File: src/rtl/core/ucpi_pkg.sv
// shared types and constants for the unique color palette indexer
// no dependencies; compiled first

package ucpi_pkg;

   localparam int PALETTE_DEPTH_DEFAULT = 16;
   localparam int CHAN_W                = 8;
   localparam int COLOR_W               = 4 * CHAN_W;
   localparam int LAYER_W               = 4;

   typedef enum logic [1:0] {
      ST_IDLE,
      ST_CHECK,
      ST_COMPARE,
      ST_EMIT
   } ctl_state_type;

   typedef enum logic [1:0] {
      RES_HIT,
      RES_NEW,
      RES_TRANSPARENT,
      RES_OVERFLOW
   } res_kind_type;

   typedef struct packed {
      logic         load;
      logic         read;
      logic         step;
      logic         append;
      logic         set_result;
      res_kind_type res_kind;
      logic         emit;
   } ctl_cmd_type;

   typedef struct packed {
      logic req_valid;
      logic transparent;
      logic scan_end;
      logic full;
      logic match;
      logic rsp_free;
   } dp_status_type;

endpackage

File: src/rtl/core/ucpi_channels.sv
// valid/ready channel interfaces for pixel requests and palette responses
// depends on ucpi_pkg

interface ucpi_req_if;
   logic                        valid;
   logic                        ready;
   logic                        first_of_image;
   logic [ucpi_pkg::CHAN_W-1:0] red;
   logic [ucpi_pkg::CHAN_W-1:0] green;
   logic [ucpi_pkg::CHAN_W-1:0] blue;
   logic [ucpi_pkg::CHAN_W-1:0] alpha;

   modport source (output valid, first_of_image, red, green, blue, alpha, input ready);
   modport sink (input valid, first_of_image, red, green, blue, alpha, output ready);
endinterface

interface ucpi_rsp_if;
   logic                         valid;
   logic                         ready;
   logic [ucpi_pkg::LAYER_W-1:0] layer_index;
   logic                         new_color;
   logic                         transparent;
   logic                         palette_overflow;

   modport source (output valid, layer_index, new_color, transparent, palette_overflow,
                   input ready);
   modport sink (input valid, layer_index, new_color, transparent, palette_overflow,
                 output ready);
endinterface

File: src/rtl/core/unique_color_palette_indexer.sv
// Unique color palette indexer. Each accepted pixel transaction gives exactly one
// response transaction. The palette lives in a memory with one write port and one
// registered read port that is walked one entry at a time (read, then compare); a
// transparent pixel skips the walk and a hit ends it. A finished response waits in
// the output register, and the next pixel is accepted while it waits. No clearing
// pass after reset: a fill count marks the valid entries.
// depends on ucpi_pkg, ucpi_channels, ucpi_ctl and ucpi_dp

module unique_color_palette_indexer #(
   parameter int PALETTE_DEPTH = ucpi_pkg::PALETTE_DEPTH_DEFAULT
) (
   input  logic       clock,
   input  logic       reset,
   ucpi_req_if.sink   req_ch,
   ucpi_rsp_if.source rsp_ch
);

   ucpi_pkg::ctl_cmd_type   cmd;
   ucpi_pkg::dp_status_type status;
   logic                    req_ready;

   assign req_ch.ready = req_ready;

   ucpi_ctl u_ctl (
      .clock     (clock),
      .reset     (reset),
      .status    (status),
      .cmd       (cmd),
      .req_ready (req_ready)
   );

   ucpi_dp #(
      .PALETTE_DEPTH (PALETTE_DEPTH)
   ) u_dp (
      .clock  (clock),
      .reset  (reset),
      .req_ch (req_ch),
      .rsp_ch (rsp_ch),
      .cmd    (cmd),
      .status (status)
   );

endmodule

File: src/rtl/core/ucpi_ctl.sv
// controller state machine: accepts a pixel, walks the palette, issues the response
// depends on ucpi_pkg

module ucpi_ctl (
   input  logic                    clock,
   input  logic                    reset,
   input  ucpi_pkg::dp_status_type status,
   output ucpi_pkg::ctl_cmd_type   cmd,
   output logic                    req_ready
);

   ucpi_pkg::ctl_state_type state_ff;
   ucpi_pkg::ctl_state_type state_in;

   always_ff @(posedge clock) begin
      if (reset) begin
         state_ff <= ucpi_pkg::ST_IDLE;
      end else begin
         state_ff <= state_in;
      end
   end

   always_comb begin
      state_in = state_ff;
      unique case (state_ff)
         ucpi_pkg::ST_IDLE: begin
            if (status.req_valid) begin
               state_in = ucpi_pkg::ST_CHECK;
            end
         end
         ucpi_pkg::ST_CHECK: begin
            if (status.transparent || status.scan_end) begin
               state_in = ucpi_pkg::ST_EMIT;
            end else begin
               state_in = ucpi_pkg::ST_COMPARE;
            end
         end
         ucpi_pkg::ST_COMPARE: begin
            if (status.match) begin
               state_in = ucpi_pkg::ST_EMIT;
            end else begin
               state_in = ucpi_pkg::ST_CHECK;
            end
         end
         ucpi_pkg::ST_EMIT: begin
            if (status.rsp_free) begin
               state_in = ucpi_pkg::ST_IDLE;
            end
         end
         default: state_in = ucpi_pkg::ST_IDLE;
      endcase
   end

   always_comb begin
      cmd       = '0;
      req_ready = 1'b0;
      unique case (state_ff)
         ucpi_pkg::ST_IDLE: begin
            req_ready = 1'b1;
            cmd.load  = status.req_valid;
         end
         ucpi_pkg::ST_CHECK: begin
            priority if (status.transparent) begin
               cmd.set_result = 1'b1;
               cmd.res_kind   = ucpi_pkg::RES_TRANSPARENT;
            end else if (status.scan_end && status.full) begin
               cmd.set_result = 1'b1;
               cmd.res_kind   = ucpi_pkg::RES_OVERFLOW;
            end else if (status.scan_end) begin
               cmd.set_result = 1'b1;
               cmd.res_kind   = ucpi_pkg::RES_NEW;
               cmd.append     = 1'b1;
            end else begin
               cmd.read = 1'b1;
            end
         end
         ucpi_pkg::ST_COMPARE: begin
            if (status.match) begin
               cmd.set_result = 1'b1;
               cmd.res_kind   = ucpi_pkg::RES_HIT;
            end else begin
               cmd.step = 1'b1;
            end
         end
         ucpi_pkg::ST_EMIT: begin
            cmd.emit = status.rsp_free;
         end
         default: begin
            cmd       = '0;
            req_ready = 1'b0;
         end
      endcase
   end

endmodule

File: src/rtl/core/ucpi_dp.sv
// datapath: pixel register, palette memory, scan pointer, fill count, response register
// depends on ucpi_pkg and the channel interfaces in ucpi_channels

module ucpi_dp #(
   parameter int PALETTE_DEPTH = ucpi_pkg::PALETTE_DEPTH_DEFAULT
) (
   input  logic                    clock,
   input  logic                    reset,
   ucpi_req_if.sink                req_ch,
   ucpi_rsp_if.source              rsp_ch,
   input  ucpi_pkg::ctl_cmd_type   cmd,
   output ucpi_pkg::dp_status_type status
);

   localparam int IDX_W = $clog2(PALETTE_DEPTH);
   localparam int CNT_W = $clog2(PALETTE_DEPTH + 1);
   localparam logic [CNT_W-1:0] DEPTH_CNT = CNT_W'(PALETTE_DEPTH);

   logic [ucpi_pkg::COLOR_W-1:0] mem [PALETTE_DEPTH];
   logic [ucpi_pkg::COLOR_W-1:0] rd_ff;

   logic [ucpi_pkg::COLOR_W-1:0] color_ff;
   logic                         transp_ff;
   logic [CNT_W-1:0]             used_ff;
   logic [CNT_W-1:0]             used_in;
   logic [CNT_W-1:0]             k_ff;
   logic [CNT_W-1:0]             k_in;

   logic [ucpi_pkg::LAYER_W-1:0] res_layer_ff;
   logic                         res_new_ff;
   logic                         res_transp_ff;
   logic                         res_over_ff;

   logic                         rsp_valid_ff;
   logic                         rsp_valid_in;
   logic [ucpi_pkg::LAYER_W-1:0] rsp_layer_ff;
   logic                         rsp_new_ff;
   logic                         rsp_transp_ff;
   logic                         rsp_over_ff;

   logic [31:0]                  k_wide;
   logic [31:0]                  used_wide;
   logic                         rsp_free;

   assign k_wide    = 32'(k_ff);
   assign used_wide = 32'(used_ff);
   assign rsp_free  = !rsp_valid_ff || rsp_ch.ready;

   assign status.req_valid   = req_ch.valid;
   assign status.transparent = transp_ff;
   assign status.scan_end    = (k_ff == used_ff);
   assign status.full        = (used_ff == DEPTH_CNT);
   assign status.match       = (rd_ff == color_ff);
   assign status.rsp_free    = rsp_free;

   // palette memory, one write and one registered read port
   always_ff @(posedge clock) begin
      if (cmd.append) begin
         mem[used_ff[IDX_W-1:0]] <= color_ff;
      end
      if (cmd.read) begin
         rd_ff <= mem[k_ff[IDX_W-1:0]];
      end
   end

   always_ff @(posedge clock) begin
      if (cmd.load) begin
         color_ff  <= {req_ch.red, req_ch.green, req_ch.blue, req_ch.alpha};
         transp_ff <= (req_ch.alpha == '0);
      end
   end

   always_comb begin
      used_in = used_ff;
      k_in    = k_ff;
      if (cmd.load) begin
         k_in = '0;
         if (req_ch.first_of_image) begin
            used_in = '0;
         end
      end
      if (cmd.step) begin
         k_in = k_ff + CNT_W'(1);
      end
      if (cmd.append) begin
         used_in = used_ff + CNT_W'(1);
      end
   end

   always_ff @(posedge clock) begin
      if (reset) begin
         used_ff <= '0;
         k_ff    <= '0;
      end else begin
         used_ff <= used_in;
         k_ff    <= k_in;
      end
   end

   always_ff @(posedge clock) begin
      if (cmd.set_result) begin
         res_layer_ff  <= '0;
         res_new_ff    <= 1'b0;
         res_transp_ff <= 1'b0;
         res_over_ff   <= 1'b0;
         unique case (cmd.res_kind)
            ucpi_pkg::RES_HIT:         res_layer_ff  <= k_wide[ucpi_pkg::LAYER_W-1:0];
            ucpi_pkg::RES_NEW: begin
               res_layer_ff <= used_wide[ucpi_pkg::LAYER_W-1:0];
               res_new_ff   <= 1'b1;
            end
            ucpi_pkg::RES_TRANSPARENT: res_transp_ff <= 1'b1;
            ucpi_pkg::RES_OVERFLOW:    res_over_ff   <= 1'b1;
            default:                   res_layer_ff  <= '0;
         endcase
      end
   end

   // response register
   always_comb begin
      rsp_valid_in = rsp_valid_ff;
      if (rsp_valid_ff && rsp_ch.ready) begin
         rsp_valid_in = 1'b0;
      end
      if (cmd.emit) begin
         rsp_valid_in = 1'b1;
      end
   end

   always_ff @(posedge clock) begin
      if (reset) begin
         rsp_valid_ff <= 1'b0;
      end else begin
         rsp_valid_ff <= rsp_valid_in;
      end
   end

   always_ff @(posedge clock) begin
      if (cmd.emit) begin
         rsp_layer_ff  <= res_layer_ff;
         rsp_new_ff    <= res_new_ff;
         rsp_transp_ff <= res_transp_ff;
         rsp_over_ff   <= res_over_ff;
      end
   end

   assign rsp_ch.valid            = rsp_valid_ff;
   assign rsp_ch.layer_index      = rsp_layer_ff;
   assign rsp_ch.new_color        = rsp_new_ff;
   assign rsp_ch.transparent      = rsp_transp_ff;
   assign rsp_ch.palette_overflow = rsp_over_ff;

`ifndef SYNTHESIS
   a_used_bound: assert property (@(posedge clock) disable iff (reset)
      used_ff <= DEPTH_CNT)
      else $error("palette fill count beyond depth");

   a_scan_bound: assert property (@(posedge clock) disable iff (reset)
      k_ff <= used_ff)
      else $error("scan pointer past fill count");

   a_append_room: assert property (@(posedge clock) disable iff (reset)
      cmd.append |-> (used_ff < DEPTH_CNT))
      else $error("append into a full palette");

   a_emit_slot: assert property (@(posedge clock) disable iff (reset)
      cmd.emit |-> rsp_free)
      else $error("response overwritten before transaction");

   a_read_valid: assert property (@(posedge clock) disable iff (reset)
      cmd.read |-> (k_ff < used_ff))
      else $error("read of an unwritten palette entry");
`endif

endmodule

File: src/flat_wrapper.sv
// flat-port wrapper written by rule: the top's interface ports become plain ports
module unique_color_palette_indexer_flat 
#(
   parameter int PALETTE_DEPTH = ucpi_pkg::PALETTE_DEPTH_DEFAULT
)
  (clock, reset, req_ch_valid, req_ch_first_of_image, req_ch_red, req_ch_green, req_ch_blue, req_ch_alpha, req_ch_ready, rsp_ch_valid, rsp_ch_layer_index, rsp_ch_new_color, rsp_ch_transparent, rsp_ch_palette_overflow, rsp_ch_ready);
  ucpi_req_if req_ch_i ();
  ucpi_rsp_if rsp_ch_i ();
  input  logic clock;
  input  logic reset;
  input wire logic [$bits(req_ch_i.valid)-1:0] req_ch_valid;
  input wire logic [$bits(req_ch_i.first_of_image)-1:0] req_ch_first_of_image;
  input wire logic [$bits(req_ch_i.red)-1:0] req_ch_red;
  input wire logic [$bits(req_ch_i.green)-1:0] req_ch_green;
  input wire logic [$bits(req_ch_i.blue)-1:0] req_ch_blue;
  input wire logic [$bits(req_ch_i.alpha)-1:0] req_ch_alpha;
  output wire logic [$bits(req_ch_i.ready)-1:0] req_ch_ready;
  output wire logic [$bits(rsp_ch_i.valid)-1:0] rsp_ch_valid;
  output wire logic [$bits(rsp_ch_i.layer_index)-1:0] rsp_ch_layer_index;
  output wire logic [$bits(rsp_ch_i.new_color)-1:0] rsp_ch_new_color;
  output wire logic [$bits(rsp_ch_i.transparent)-1:0] rsp_ch_transparent;
  output wire logic [$bits(rsp_ch_i.palette_overflow)-1:0] rsp_ch_palette_overflow;
  input wire logic [$bits(rsp_ch_i.ready)-1:0] rsp_ch_ready;
  assign req_ch_i.valid = req_ch_valid;
  assign req_ch_i.first_of_image = req_ch_first_of_image;
  assign req_ch_i.red = req_ch_red;
  assign req_ch_i.green = req_ch_green;
  assign req_ch_i.blue = req_ch_blue;
  assign req_ch_i.alpha = req_ch_alpha;
  assign req_ch_ready = req_ch_i.ready;
  assign rsp_ch_valid = rsp_ch_i.valid;
  assign rsp_ch_layer_index = rsp_ch_i.layer_index;
  assign rsp_ch_new_color = rsp_ch_i.new_color;
  assign rsp_ch_transparent = rsp_ch_i.transparent;
  assign rsp_ch_palette_overflow = rsp_ch_i.palette_overflow;
  assign rsp_ch_i.ready = rsp_ch_ready;
  unique_color_palette_indexer #(.PALETTE_DEPTH(PALETTE_DEPTH)) u_core (.clock(clock), .reset(reset), .req_ch(req_ch_i), .rsp_ch(rsp_ch_i));
endmodule
File: config.mk
export PLATFORM = sky130hd
export DESIGN_NAME = unique_color_palette_indexer_flat
export DESIGN_NICKNAME = d
export VERILOG_FILES = /design/src/rtl/core/ucpi_pkg.sv /design/src/rtl/core/ucpi_channels.sv /design/src/rtl/core/unique_color_palette_indexer.sv /design/src/rtl/core/ucpi_ctl.sv /design/src/rtl/core/ucpi_dp.sv /design/src/flat_wrapper.sv
export SDC_FILE = /design/constraint.sdc
export NUM_CORES = 1
export LEC_CHECK = 0
export BUFFER_PORTS_ARGS = -buffer_cell sky130_fd_sc_hd__buf_2
export CAP_MARGIN = 20
export CORE_ASPECT_RATIO = 1.1
export CORE_MARGIN = 4
export CORE_UTILIZATION = 56
export DETAILED_ROUTE_END_ITERATION = 8
export PLACE_DENSITY = 0.72
export SLEW_MARGIN = 40
export SYNTH_ARGS = -nofsm -noshare
export SYNTH_HDL_FRONTEND = slang
export SYNTH_SLANG_ARGS = --single-unit
File: constraint.sdc
create_clock -name clock -period 5.1 [get_ports clock]
set_input_delay 0.51 -clock clock [delete_from_list [all_inputs] [get_ports clock]]
set_output_delay 0.51 -clock clock [all_outputs]
set_load 0.005 [all_outputs]
==> flow_summary.ini <==
[worst_setup_path]
required_ps = 5400
critPathTopFamily = simple AND/OR/NAND/NOR gates
arrival_ps = 3610
path_buf_inv = 3
path_cells = inv_1 > ha_1 > nand4bb_1 > and2_1 > and4b_1 > nand2_1 > nor2_4 > buf_8 > buf_16
crit_fanout = 13
startpoint_type = register
slowest_delay_ps = 570
rrSetupSlack_ps = 1790
critPathKind = register to register
slowest_stage = nor2_4
critPathCaptureType = register

[cts]
cts_tree = done
clkTransAtPathRegs_ps = 60
cts-root-buf = clkbuf_16
clkSinkCount = 604
cts_buffer_depth = 3
cts-resized-gates = 0
cts_buffers = 56
clk_latency_ps = 600
postCtsSetupBuffers = 0
htreeDepth = 2
cts_hold_buf = 0

[flow_run]
maxCapViolCount = 0

[floorplan]
io_pins = 46
rows = 77
core_um2 = 40460
die_w_um = 201.5
start_util_pct = 57.02
die_area_um2 = 44520
die_height_um = 220.9

[placed_design]
pre_cts_ws_ps = 1659
post_dp_cell_area_um2 = 24710
gp_congestion = 0.7610
port_buffers = 45
hpwl_um = 30000

[timing]
skew_ps = 20.23
max_slew_margin_pct = 45.67
fmax_ghz = 0.3024
setup_viol = 0
fin_crit_ps = 3307
rsz0062_at_grt = no
hold_violations = 0
worst_slew_pin_slew_ps = 807.4
maxSlewViolCount = 0
fin_tns_setup_ps = 0
period_share_pct = 64.84
final.setup.worst_slack_ps = 1793

[detailed_routing]
routed_via_density = 6.465
vias = 10680
drt_iter0_markers = 1110
routedWlPerCell_um = 29.79
drtPass1Iterations = 5
drc = 0
wl_um = 49210
ant_nets = 0

[global_routing]
grt_pass1_vias = 10740
grt_antenna_before_repair = 0
gr-total-overflow = 0
track_usage_pct = 22.40
grt_pass1_wl_um = 73020
grt_max_degree = 72

[status]
status = finished clean

[synth]
ys_seq_area_share_pct = 78.04
synth-edff-count = 591
synth.distinct_cells = 47
syn_nets = 1030
synth.most_common_cell = edfxtp_1
synth_area_um2 = 23070
synth_commonest_cells = 591 x edfxtp_1, 160 x mux4_2, 37 x xor2_1, 20 x nor2_1, 15 x clkbuf_1
synth_area_leaders = edfxtp_1 77%, mux4_2 16%, xor2_1 1.4%
async_reset_ff_share_pct = 0
synthCells = 984
avgSynthCellArea_um2 = 23.45
synth_top_cell_by_area = edfxtp_1
yosysTopAreaCellShare_pct = 76.92
ys_warn_count = 0
ys.flop_type = edfxtp_1
synth.ff_latch_count = 604

[power_and_ir_drop]
p_clk_share_pct = 34.6
vdd.ir_drop.worst_mv = 0.2457
pwr-share-seq_pct = 54.0
p_int_mw = 8.728
pwr-share-comb_pct = 11.4
pwr_density_cell_nw_per_um2 = 431.4
swShare_pct = 23.46
power.switching_mw = 2.676
p_total_mw = 11.40
p_leak_nw = 8.209

[cells_and_area]
final_area_um2 = 26430
syn_to_final_growth_pct = 14.56
drive_above_1_share_pct = 31.78
nets = 1142
num_antenna_cells = 0

[hold_path]
holdCritPathClass = input port to register
## worst reg2reg max path, cell delays in order, from the launching register on
cell and delay [ps]:
dfxtp_1 500, inv_1 140, ha_1 250, nand4bb_1 140, and2_1 130, and4b_1 490, nand2_1 370, nor2_4 570
buf_8 250, buf_16 170
## per-stage QoR
stage / utilization [%] / std cells / hold WS, ps
2_1_floorplan: - / 984 / 400.3
3_3_place_gp: 59.32 / 1520 / 401.8
3_5_place_dp: 61.06 / 1551 / 405.4
4_1_cts: 65.32 / 1652 / 47.22
5_1_grt: 65.32 / 1652 / 60.50
6_report: 65.32 / 1652 / 82.05
## power by group through the flow
stage / logic, mW / registers (mW) / clock network, mW
CTS: 1.32 / 6.16 / 4.02
finish: 1.30 / 6.16 / 3.95
global placement: 1.26 / 6.25 / 0
global route: 1.39 / 6.19 / 4.24
floorplan: 0.893 / 6.18 / 0
detailed placement: 1.31 / 6.26 / 0
## per-layer routing
| metal | routed length (µm) | vias up | part of all wire [%] | track usage (%) |
|---|---|---|---|---|
| li1 | - | 4392 | - | - |
| met1 | 19730 | 5686 | 40 | 33.49 |
| met2 | 23680 | 539 | 48 | 34.59 |
| met3 | 4728 | 64 | 9.6 | 4.993 |
| met4 | 1069 | 0 | 2.2 | 5.757 |
| met5 | 0 | - | 0 | 0 |
## final timing paths
check                                                          from                                            end  depth (start not counted)
worst max register to register  u_core.u_dp.used_ff[0]$_SDFFE_PP0P_              u_core.u_dp.mem[13][18]$_DFFE_PP_                          9
worst min-delay path                                 req_ch_blue[4]             u_core.u_dp.color_ff[12]$_DFFE_PP_                          1
worst max-delay path            u_core.u_dp.used_ff[0]$_SDFFE_PP0P_              u_core.u_dp.mem[13][18]$_DFFE_PP_                          9
worst min register to register    u_core.u_dp.res_over_ff$_DFFE_PP_  u_core.u_dp.rsp_ch.palette_overflow$_DFFE_PP_                          0
## placed cells by master, fill, tap and decap left out, types with 6 or more instances in the layout
cell,count
buf_16,18
buf_2,45
buf_4,19
buf_8,13
clkbuf_1,8
clkbuf_16,57
clkinv_1,15
clkinv_2,15
dfxtp_1,9
edfxtp_1,591
ha_1,9
inv_1,8
mux4_2,160
nand2_1,12
nand3_1,8
nand3b_1,6
nor2_1,7
nor2_4,13
nor4_1,8
xor2_1,37
## kinds of logic (layout without fill, tap and decap cells)
group	Yosys count	in the layout	synth area share, %
buf+inv	54	209	1.226
flops	604	604	78.04
simple gates	90	90	2.250
xor+xnor	37	37	1.404
mux	163	163	15.75
fa+ha+maj	9	9	0.4881
compound gates	27	27	0.8351
## final cells by class
cell class                 instances  area, µm²
fill                            2503      14030
tap                              513      641.9
sequential                       604      18020
clock buffer                      65       1456
clock inverter                    36      267.8
inverter                           9      36.28
timing repair buffer              99       1112
multi-input combinational        326       4901
## sequential cells by signal, summed over array words and instances, names as in the netlist
name / cells
u_core.u_ctl.state_ff: 2
u_core.u_dp.color_ff: 32
u_core.u_dp.k_ff: 5
u_core.u_dp.mem: 512
u_core.u_dp.rd_ff: 32
u_core.u_dp.res_layer_ff: 4
u_core.u_dp.res_new_ff: 1
u_core.u_dp.res_over_ff: 1
u_core.u_dp.res_transp_ff: 1
u_core.u_dp.rsp_ch.layer_index: 4
u_core.u_dp.rsp_ch.new_color: 1
u_core.u_dp.rsp_ch.palette_overflow: 1
u_core.u_dp.rsp_ch.transparent: 1
u_core.u_dp.rsp_ch.valid: 1
u_core.u_dp.transp_ff: 1
u_core.u_dp.used_ff: 5
No activity file was read; power rests on OpenSTA's default activity.
